File: src/sv/ils_pkg.sv
package ils_pkg;

  // Default sizes handed to the top level.
  localparam int DepthDef      = 256;
  localparam int ValueWidthDef = 32;

  // Fixed field widths of the request and result ports.
  localparam int OpcodeW   = 3;
  localparam int PositionW = 8;
  localparam int ElemW     = 32;
  localparam int StatusW   = 2;
  localparam int FoundIdxW = 8;
  localparam int CountOutW = 9;

  typedef enum logic [OpcodeW-1:0] {
    OP_APPEND = 3'd0,
    OP_INSERT = 3'd1,
    OP_REMOVE = 3'd2,
    OP_READ   = 3'd3,
    OP_WRITE  = 3'd4,
    OP_SEARCH = 3'd5,
    OP_CLEAR  = 3'd6
  } opcode_e;

  typedef enum logic [StatusW-1:0] {
    ST_OK        = 2'd0,
    ST_NULL      = 2'd1,
    ST_BAD_INDEX = 2'd2,
    ST_FULL      = 2'd3
  } status_e;

  // Command broadcast to every cell of the chain.
  typedef enum logic [2:0] {
    CELL_HOLD,
    CELL_WRITE,
    CELL_INSERT,
    CELL_REMOVE,
    CELL_ROTATE
  } cell_op_e;

endpackage

File: src/sv/ils_cell.sv
module ils_cell #(
  parameter int INDEX       = 0,
  parameter int CMP_W       = 9,
  parameter int VALUE_WIDTH = 32
) (
  input  logic                   clk_i,
  input  ils_pkg::cell_op_e      op_i,
  input  logic [CMP_W-1:0]       pos_i,
  input  logic [CMP_W-1:0]       cnt_i,
  input  logic [VALUE_WIDTH-1:0] value_i,
  input  logic [VALUE_WIDTH-1:0] left_i,
  input  logic [VALUE_WIDTH-1:0] right_i,
  input  logic [VALUE_WIDTH-1:0] head_i,
  output logic [VALUE_WIDTH-1:0] data_o
);

  localparam logic [CMP_W-1:0] Idx     = CMP_W'(INDEX);
  localparam logic [CMP_W-1:0] IdxNext = CMP_W'(INDEX + 1);

  logic [VALUE_WIDTH-1:0] data_q;
  logic [VALUE_WIDTH-1:0] data_d;

  // Choose between holding, the new value, the neighbors and the head.
  always_comb begin
    data_d = data_q;
    unique case (op_i)
      ils_pkg::CELL_WRITE: begin
        if (Idx == pos_i) data_d = value_i;
      end
      ils_pkg::CELL_INSERT: begin
        if (Idx == pos_i) begin
          data_d = value_i;
        end else if (Idx > pos_i) begin
          data_d = left_i;
        end
      end
      ils_pkg::CELL_REMOVE: begin
        if (Idx >= pos_i) data_d = right_i;
      end
      ils_pkg::CELL_ROTATE: begin
        // The occupied cells turn by one; the last occupied one takes the head.
        if (IdxNext == cnt_i) begin
          data_d = head_i;
        end else if (IdxNext < cnt_i) begin
          data_d = right_i;
        end
      end
      default: data_d = data_q;
    endcase
  end

  always_ff @(posedge clk_i) begin
    data_q <= data_d;
  end

  assign data_o = data_q;

endmodule
File: config.mk
export PLATFORM = sky130hd
export DESIGN_NAME = ils_cell
export DESIGN_NICKNAME = d
export VERILOG_FILES = /design/src/sv/ils_pkg.sv /design/src/sv/ils_cell.sv
export SDC_FILE = /design/constraint.sdc
export NUM_CORES = 1
export LEC_CHECK = 0
export BUFFER_PORTS_ARGS = -buffer_cell sky130_fd_sc_hd__buf_2
export CAP_MARGIN = 15
export CORE_MARGIN = 1.5
export CORE_UTILIZATION = 46
export DETAILED_ROUTE_END_ITERATION = 16
export GPL_TIMING_DRIVEN = 1
export PLACE_DENSITY = 0.87
export SYNTH_ARGS = -nofsm -noshare
export SYNTH_HDL_FRONTEND = slang
export SYNTH_SLANG_ARGS = --single-unit
File: constraint.sdc
create_clock -name clk_i -period 10.35 [get_ports clk_i]
set_clock_uncertainty 0.05 [all_clocks]
set_input_delay 1.035 -clock clk_i [delete_from_list [all_inputs] [get_ports clk_i]]
set_output_delay 1.035 -clock clk_i [all_outputs]
set_load 0.02 [all_outputs]
==> results_dict.tcl, run 1 <==
set metrics [dict create \
    status "completed" \
    tightest_slew_ns 0.823 \
    synth_top_area_share 0.355 \
    route.final.wire_length_um 9020 \
    placementRows 27 \
    synth_area_leaders "edfxtp_1 35%, mux2i_1 12%, a22oi_1 8.9%" \
    clk_path_buf_depth 2 \
    via_count 3097 \
    max_freq_ghz 0.288 \
    core_mm2 0.00561 \
    synthCells 275 \
    avgSynthCellArea_um2 9.85 \
    dr.pass1.iters 6 \
    maxSlewHeadroom 0.451 \
    grt_pass1_vias 2981 \
    intPower_w 0.000245 \
    clkPwrFrac 0.255 \
    die_area_mm2 0.00636 \
    report.final.setup_viol 0 \
    synth_ff_type "edfxtp_1" \
    synth-edff-count 32 \
    start_util 0.483 \
    synth.most_common_cell "nand3_1" \
    p_switching_w 0.000101 \
    cp_max_fo 17 \
    met3_length_um 829 \
    switching_share 0.292 \
    synth_area_leader_cell "edfxtp_1" \
    crit_required_ns 10.27 \
    die_h_um 79.7 \
    drive_gt1_frac 0.476 \
    cts_buffers 5 \
    grt_max_degree 33 \
    dp_cells 501 \
    grt_overflow 0 \
    yosysWarnings 0 \
    final.period_utilization 0.335 \
    vdd_ir_drop_max_uv 52.4 \
    post-route-util 0.656 \
    drc_errors 0 \
    h-tree-depth 2 \
    grt_pass1_wl_um 13900 \
    crit_type "in2reg" \
    place.gp.congestion 0.967 \
    synth.distinct_cells 32 \
    end_kind "register" \
    power_frac_seq 0.447 \
    largest_register_ffs 32 \
    hold_buffers 0 \
    dr_wl_met2_um 4480 \
    mappedNetlistNets 425 \
    fin_nets 588 \
    nFillCells 487 \
    clock-root-buffer "clkbuf_8" \
    chipWidth_um 79.7 \
    io_pins 182 \
    routedWlPerCell_um 17.6 \
    min_period_ns 3.47 \
    grtUsageTotal 0.284 \
    holdCritPathClass "in2reg" \
    viasPerCell 6.06 \
    syn_area_mm2 0.00271 \
    post_cts_buffers 0 \
    fin_cells 511 \
    maxCapViolations 0 \
    cts.sinks 32 \
    dp_hpwl_um 6940 \
    port_buffers 181 \
    first_iter_violations 305 \
    ant_nets 0 \
    postCtsResizedCells 0 \
    synthTopCellsByCount "33 x nand3_1, 32 x a22oi_1, 32 x edfxtp_1, 32 x mux2i_1, 19 x nor2_1" \
    yosysSeqAreaShare 0.355 \
    tritoncts "done" \
    finalHoldViolCount 0 \
    leakagePower_nw 1.63 \
    async_flop_share 0 \
    worstPathArrival_ns 3.39 \
    start_kind "primary input" \
    clk_pin_slew_ns 0.06 \
    antenna_found_initial 0 \
    ys_seq_elements 32 \
    num_antenna_cells 0 \
    top_layer_used "met4" \
    syn_to_final_growth_pct 35.7 \
    power_density_mw_per_mm2 94.0 \
    comb_power_share 0.298 \
    wl_met1_um 3380 \
    drv_slew 0 \
    setup_tns_ns 0 \
    grt_setup_unrepaired "no" \
]
==> path summary, 6_finish.rpt <==
path	start	end	slack, ns	cells after the start
setup / recovery	pos_i[3]	data_o[27]	6.88	5
hold / removal	value_i[24]	data_o[24]	1.03	3
==> power by group through the flow <==
stage / clock network, W / logic [W] / registers, W
floorplan: 0 / 0.0000426 / 0.000167
global placement: 0 / 0.0000976 / 0.000157
detailed placement: 0 / 0.000101 / 0.000157
CTS: 0.0000885 / 0.000101 / 0.000155
global route: 0.0000949 / 0.000112 / 0.000155
finish: 0.0000881 / 0.000103 / 0.000155
==> layer usage <==
metal,vias up,GRT usage
met5,-,0
met4,0,0.119
met3,36,0.0594
met2,194,0.495
met1,1428,0.338
li1,1439,-
==> final cells by class <==
| class | count | area, um2 | area share |
|---|---|---|---|
| timing repair buffer | 185 | 947 | 0.258 |
| multi-input combinational | 214 | 1600 | 0.434 |
| clock inverter | 3 | 13.8 | 0.00374 |
| clock buffer | 5 | 68.8 | 0.0187 |
| tap | 72 | 90.1 | 0.0245 |
| sequential | 32 | 961 | 0.261 |
==> cells by family (layout without fill, tap and decap cells) <==
kind of cell	count (synthesis)	in the layout	share of synthesized area
buf+inv	29	193	0.0624
flops	32	32	0.355
simple gates	99	99	0.202
compound gates	83	83	0.263
mux	32	32	0.118
==> critical path: stages <==
cell and delay (ns):
buf_2 0.11, nor4_1 0.33, nand3_1 0.63, o31ai_4 0.91
buf_4 0.36
==> per-stage QoR <==
stage               cell area [um2]  worst slack (ns)  power (W)  hold WS [ns]
floorplan                      2710              5.57   0.000209          1.20
global placement               3570              6.68   0.000255          1.31
detailed placement             3570              6.63   0.000258          1.32
CTS                            3650              6.91   0.000344          1.03
global route                   3680              6.72   0.000362          1.02
finish                         3680              6.88   0.000346          1.03
==> cells in the final DEF, fill, tap and decap left out <==
cell type / count
a21oi_4: 1
a221oi_1: 6
a221oi_2: 10
a22oi_1: 32
a31oi_1: 16
and2_1: 1
and2b_1: 1
and3_1: 1
and4_1: 1
buf_2: 181
buf_4: 2
buf_6: 1
buf_8: 1
clkbuf_8: 5
clkinv_1: 1
clkinv_2: 2
edfxtp_1: 32
mux2i_1: 32
nand2_1: 17
nand2b_1: 18
nand3_1: 33
nand3_4: 1
nor2_1: 19
nor2b_2: 1
nor3_1: 1
nor3b_4: 1
nor4_1: 1
nor4_4: 2
o21ai_0: 1
o221ai_1: 16
o31ai_4: 1
or3b_1: 1
(Power assumes the default switching activity.)
==> inputs of run 2 (changes only) <==
--- a/config.mk
+++ b/config.mk
@@ -8,10 +8,10 @@
 export BUFFER_PORTS_ARGS = -buffer_cell sky130_fd_sc_hd__buf_2
 export CAP_MARGIN = 15
 export CORE_MARGIN = 1.5
-export CORE_UTILIZATION = 46
+export CORE_UTILIZATION = 39
 export DETAILED_ROUTE_END_ITERATION = 16
 export GPL_TIMING_DRIVEN = 1
-export PLACE_DENSITY = 0.87
+export PLACE_DENSITY = 0.79
 export SYNTH_ARGS = -nofsm -noshare
 export SYNTH_HDL_FRONTEND = slang
 export SYNTH_SLANG_ARGS = --single-unit
==> constraint.sdc (replaced) <==
create_clock -name clk_i -period 2.82 [get_ports clk_i]
set_clock_uncertainty 0.05 [all_clocks]
set_input_delay 0.282 -clock clk_i [delete_from_list [all_inputs] [get_ports clk_i]]
set_output_delay 0.282 -clock clk_i [all_outputs]
set_load 0.02 [all_outputs]
==> results_dict.tcl, run 2 (same netlist as run 1, synthesis figures left out) <==
set metrics [dict create \
    status "completed" \
    viasPerCell 5.90 \
    grt_max_degree 33 \
    multiInputGateArea_mm2 0.00160 \
    cts.sinks 32 \
    routedWlPerCell_um 16.9 \
    power_frac_seq 0.440 \
    antenna_found_initial 0 \
    nFillCells 621 \
    post-route-util 0.550 \
    crit_type "in2reg" \
    leakagePower_nw 1.66 \
    vdd_ir_drop_max_uv 198 \
    tritoncts "done" \
    drv_slew 0 \
    grt_overflow 0 \
    start_kind "primary input" \
    min_path_cells 3 \
    seqCellArea_um2 961 \
    core_mm2 0.00676 \
    maxCapViolations 0 \
    intPower_w 0.000903 \
    drc_errors 0 \
    setup_tns_ns 0 \
    worstPathArrival_ns 2.10 \
    layout_commonest_cell "buf_2" \
    first_iter_violations 259 \
    maxSlewHeadroom 0.448 \
    largest_register_ffs 32 \
    placementRows 30 \
    grt_pass1_wl_um 13300 \
    layout_common_cells "181 x buf_2, 33 x nand3_1, 32 x mux2i_1, 32 x a22oi_1, 32 x edfxtp_1" \
    fin_nets 593 \
    p_switching_w 0.000383 \
    syn_to_final_growth_pct 37.2 \
    clock-root-buffer "clkbuf_8" \
    switching_share 0.298 \
    grt_pass1_vias 2856 \
    num_antenna_cells 0 \
    tightest_slew_ns 0.828 \
    clk_path_buf_depth 2 \
    max_freq_ghz 0.458 \
    holdCritPathClass "in2reg" \
    postCtsResizedCells 0 \
    place.gp.congestion 0.807 \
    die_h_um 86.3 \
    dr.pass1.iters 5 \
    path_cells "buf_2, nor4_1, nand3_1, o31ai_4, buf_4" \
    ant_nets 0 \
    h-tree-depth 2 \
    cts_buffers 5 \
    report.final.setup_viol 0 \
    die_area_mm2 0.00745 \
    chipWidth_um 86.3 \
    via_count 3091 \
    start_util 0.401 \
    io_pins 182 \
    end_kind "register" \
    crit_required_ns 2.74 \
    holdPathEnd "data_o[24]" \
    grtUsageTotal 0.226 \
    min_period_ns 2.18 \
    clkPwrFrac 0.267 \
    final.period_utilization 0.774 \
    post_cts_buffers 0 \
    cp_max_fo 17 \
    route.final.wire_length_um 8870 \
    clk_pin_slew_ns 0.07 \
    dp_hpwl_um 6900 \
    comb_power_share 0.292 \
    grt_setup_unrepaired "no" \
    drive_gt1_frac 0.484 \
    crit_slowest_cell "o31ai_4" \
    hold_buffers 0 \
    power_density_mw_per_mm2 346 \
    min_from "value_i[24]" \
    finalHoldViolCount 0 \
    cpPeakStageDelay_ns 0.72 \
    port_buffers 181 \
]
## run 2: cell types whose count changed in the layout (fill, tap and decap cells not counted), sizes merged
cell,previous run,this run
buf,185,190
## run 2: per-stage QoR
step / total power [W] / hold slack [ns] / area (um2) / setup slack, ns / cells
final: 0.00129 / 0.279 / 3720 / 0.638 / 524
after global routing: 0.00135 / 0.284 / 3720 / 0.508 / 524
after CTS: 0.00129 / 0.277 / 3720 / 0.603 / 524
after detailed placement: 0.000951 / 0.567 / 3630 / 0.302 / 516
after global placement: 0.000939 / 0.556 / 3630 / 0.472 / 516
after floorplan: 0.000769 / 0.449 / 2720 / 0.381 / 275
## run 2: layer usage
layer | vias to the layer above | global-route usage | share of wire
met5 | - | 0 | 0
met4 | 0 | 0.0806 | 0.027
met3 | 26 | 0.0362 | 0.076
met2 | 175 | 0.379 | 0.49
met1 | 1443 | 0.294 | 0.41
li1 | 1447 | - | -
## run 2: power by group through the flow
| stage | clock (W) | sequential [W] | combinational [W] |
|---|---|---|---|
| floorplan | 0 | 0.000611 | 0.000157 |
| CTS | 0.000349 | 0.000567 | 0.000375 |
| global route | 0.000371 | 0.000568 | 0.000409 |
| detailed placement | 0 | 0.000577 | 0.000374 |
| global placement | 0 | 0.000577 | 0.000362 |
| finish | 0.000343 | 0.000566 | 0.000376 |
## run 2: layout make-up
type,count,area share
Clock inverter,3,0.00505
Multi-Input combinational cell,214,0.429
Sequential cell,32,0.258
Tap cell,80,0.0269
Clock buffer,5,0.0185
Timing Repair Buffer,190,0.262
## run 2: how the worst max path moves through the flow
stage,from,end,slack [ns],cells past startpoint
global placement,pos_i[3],data_o[31],0.47,5
global route,pos_i[3],data_o[14],0.51,5
CTS,pos_i[3],data_o[15],0.60,5
floorplan,pos_i[3],data_o[0],0.38,4
detailed placement,pos_i[3],data_o[24],0.30,5
finish,pos_i[3],data_o[14],0.64,5
## run 2: worst max-delay path: cells and delay by family
| kind | cells | cell delay (ns) |
|---|---|---|
| AOI/OAI and AO/OA | 1 | 0.72 |
| buffers and inverters | 2 | 0.48 |
| and+or+nand+nor | 2 | 0.61 |
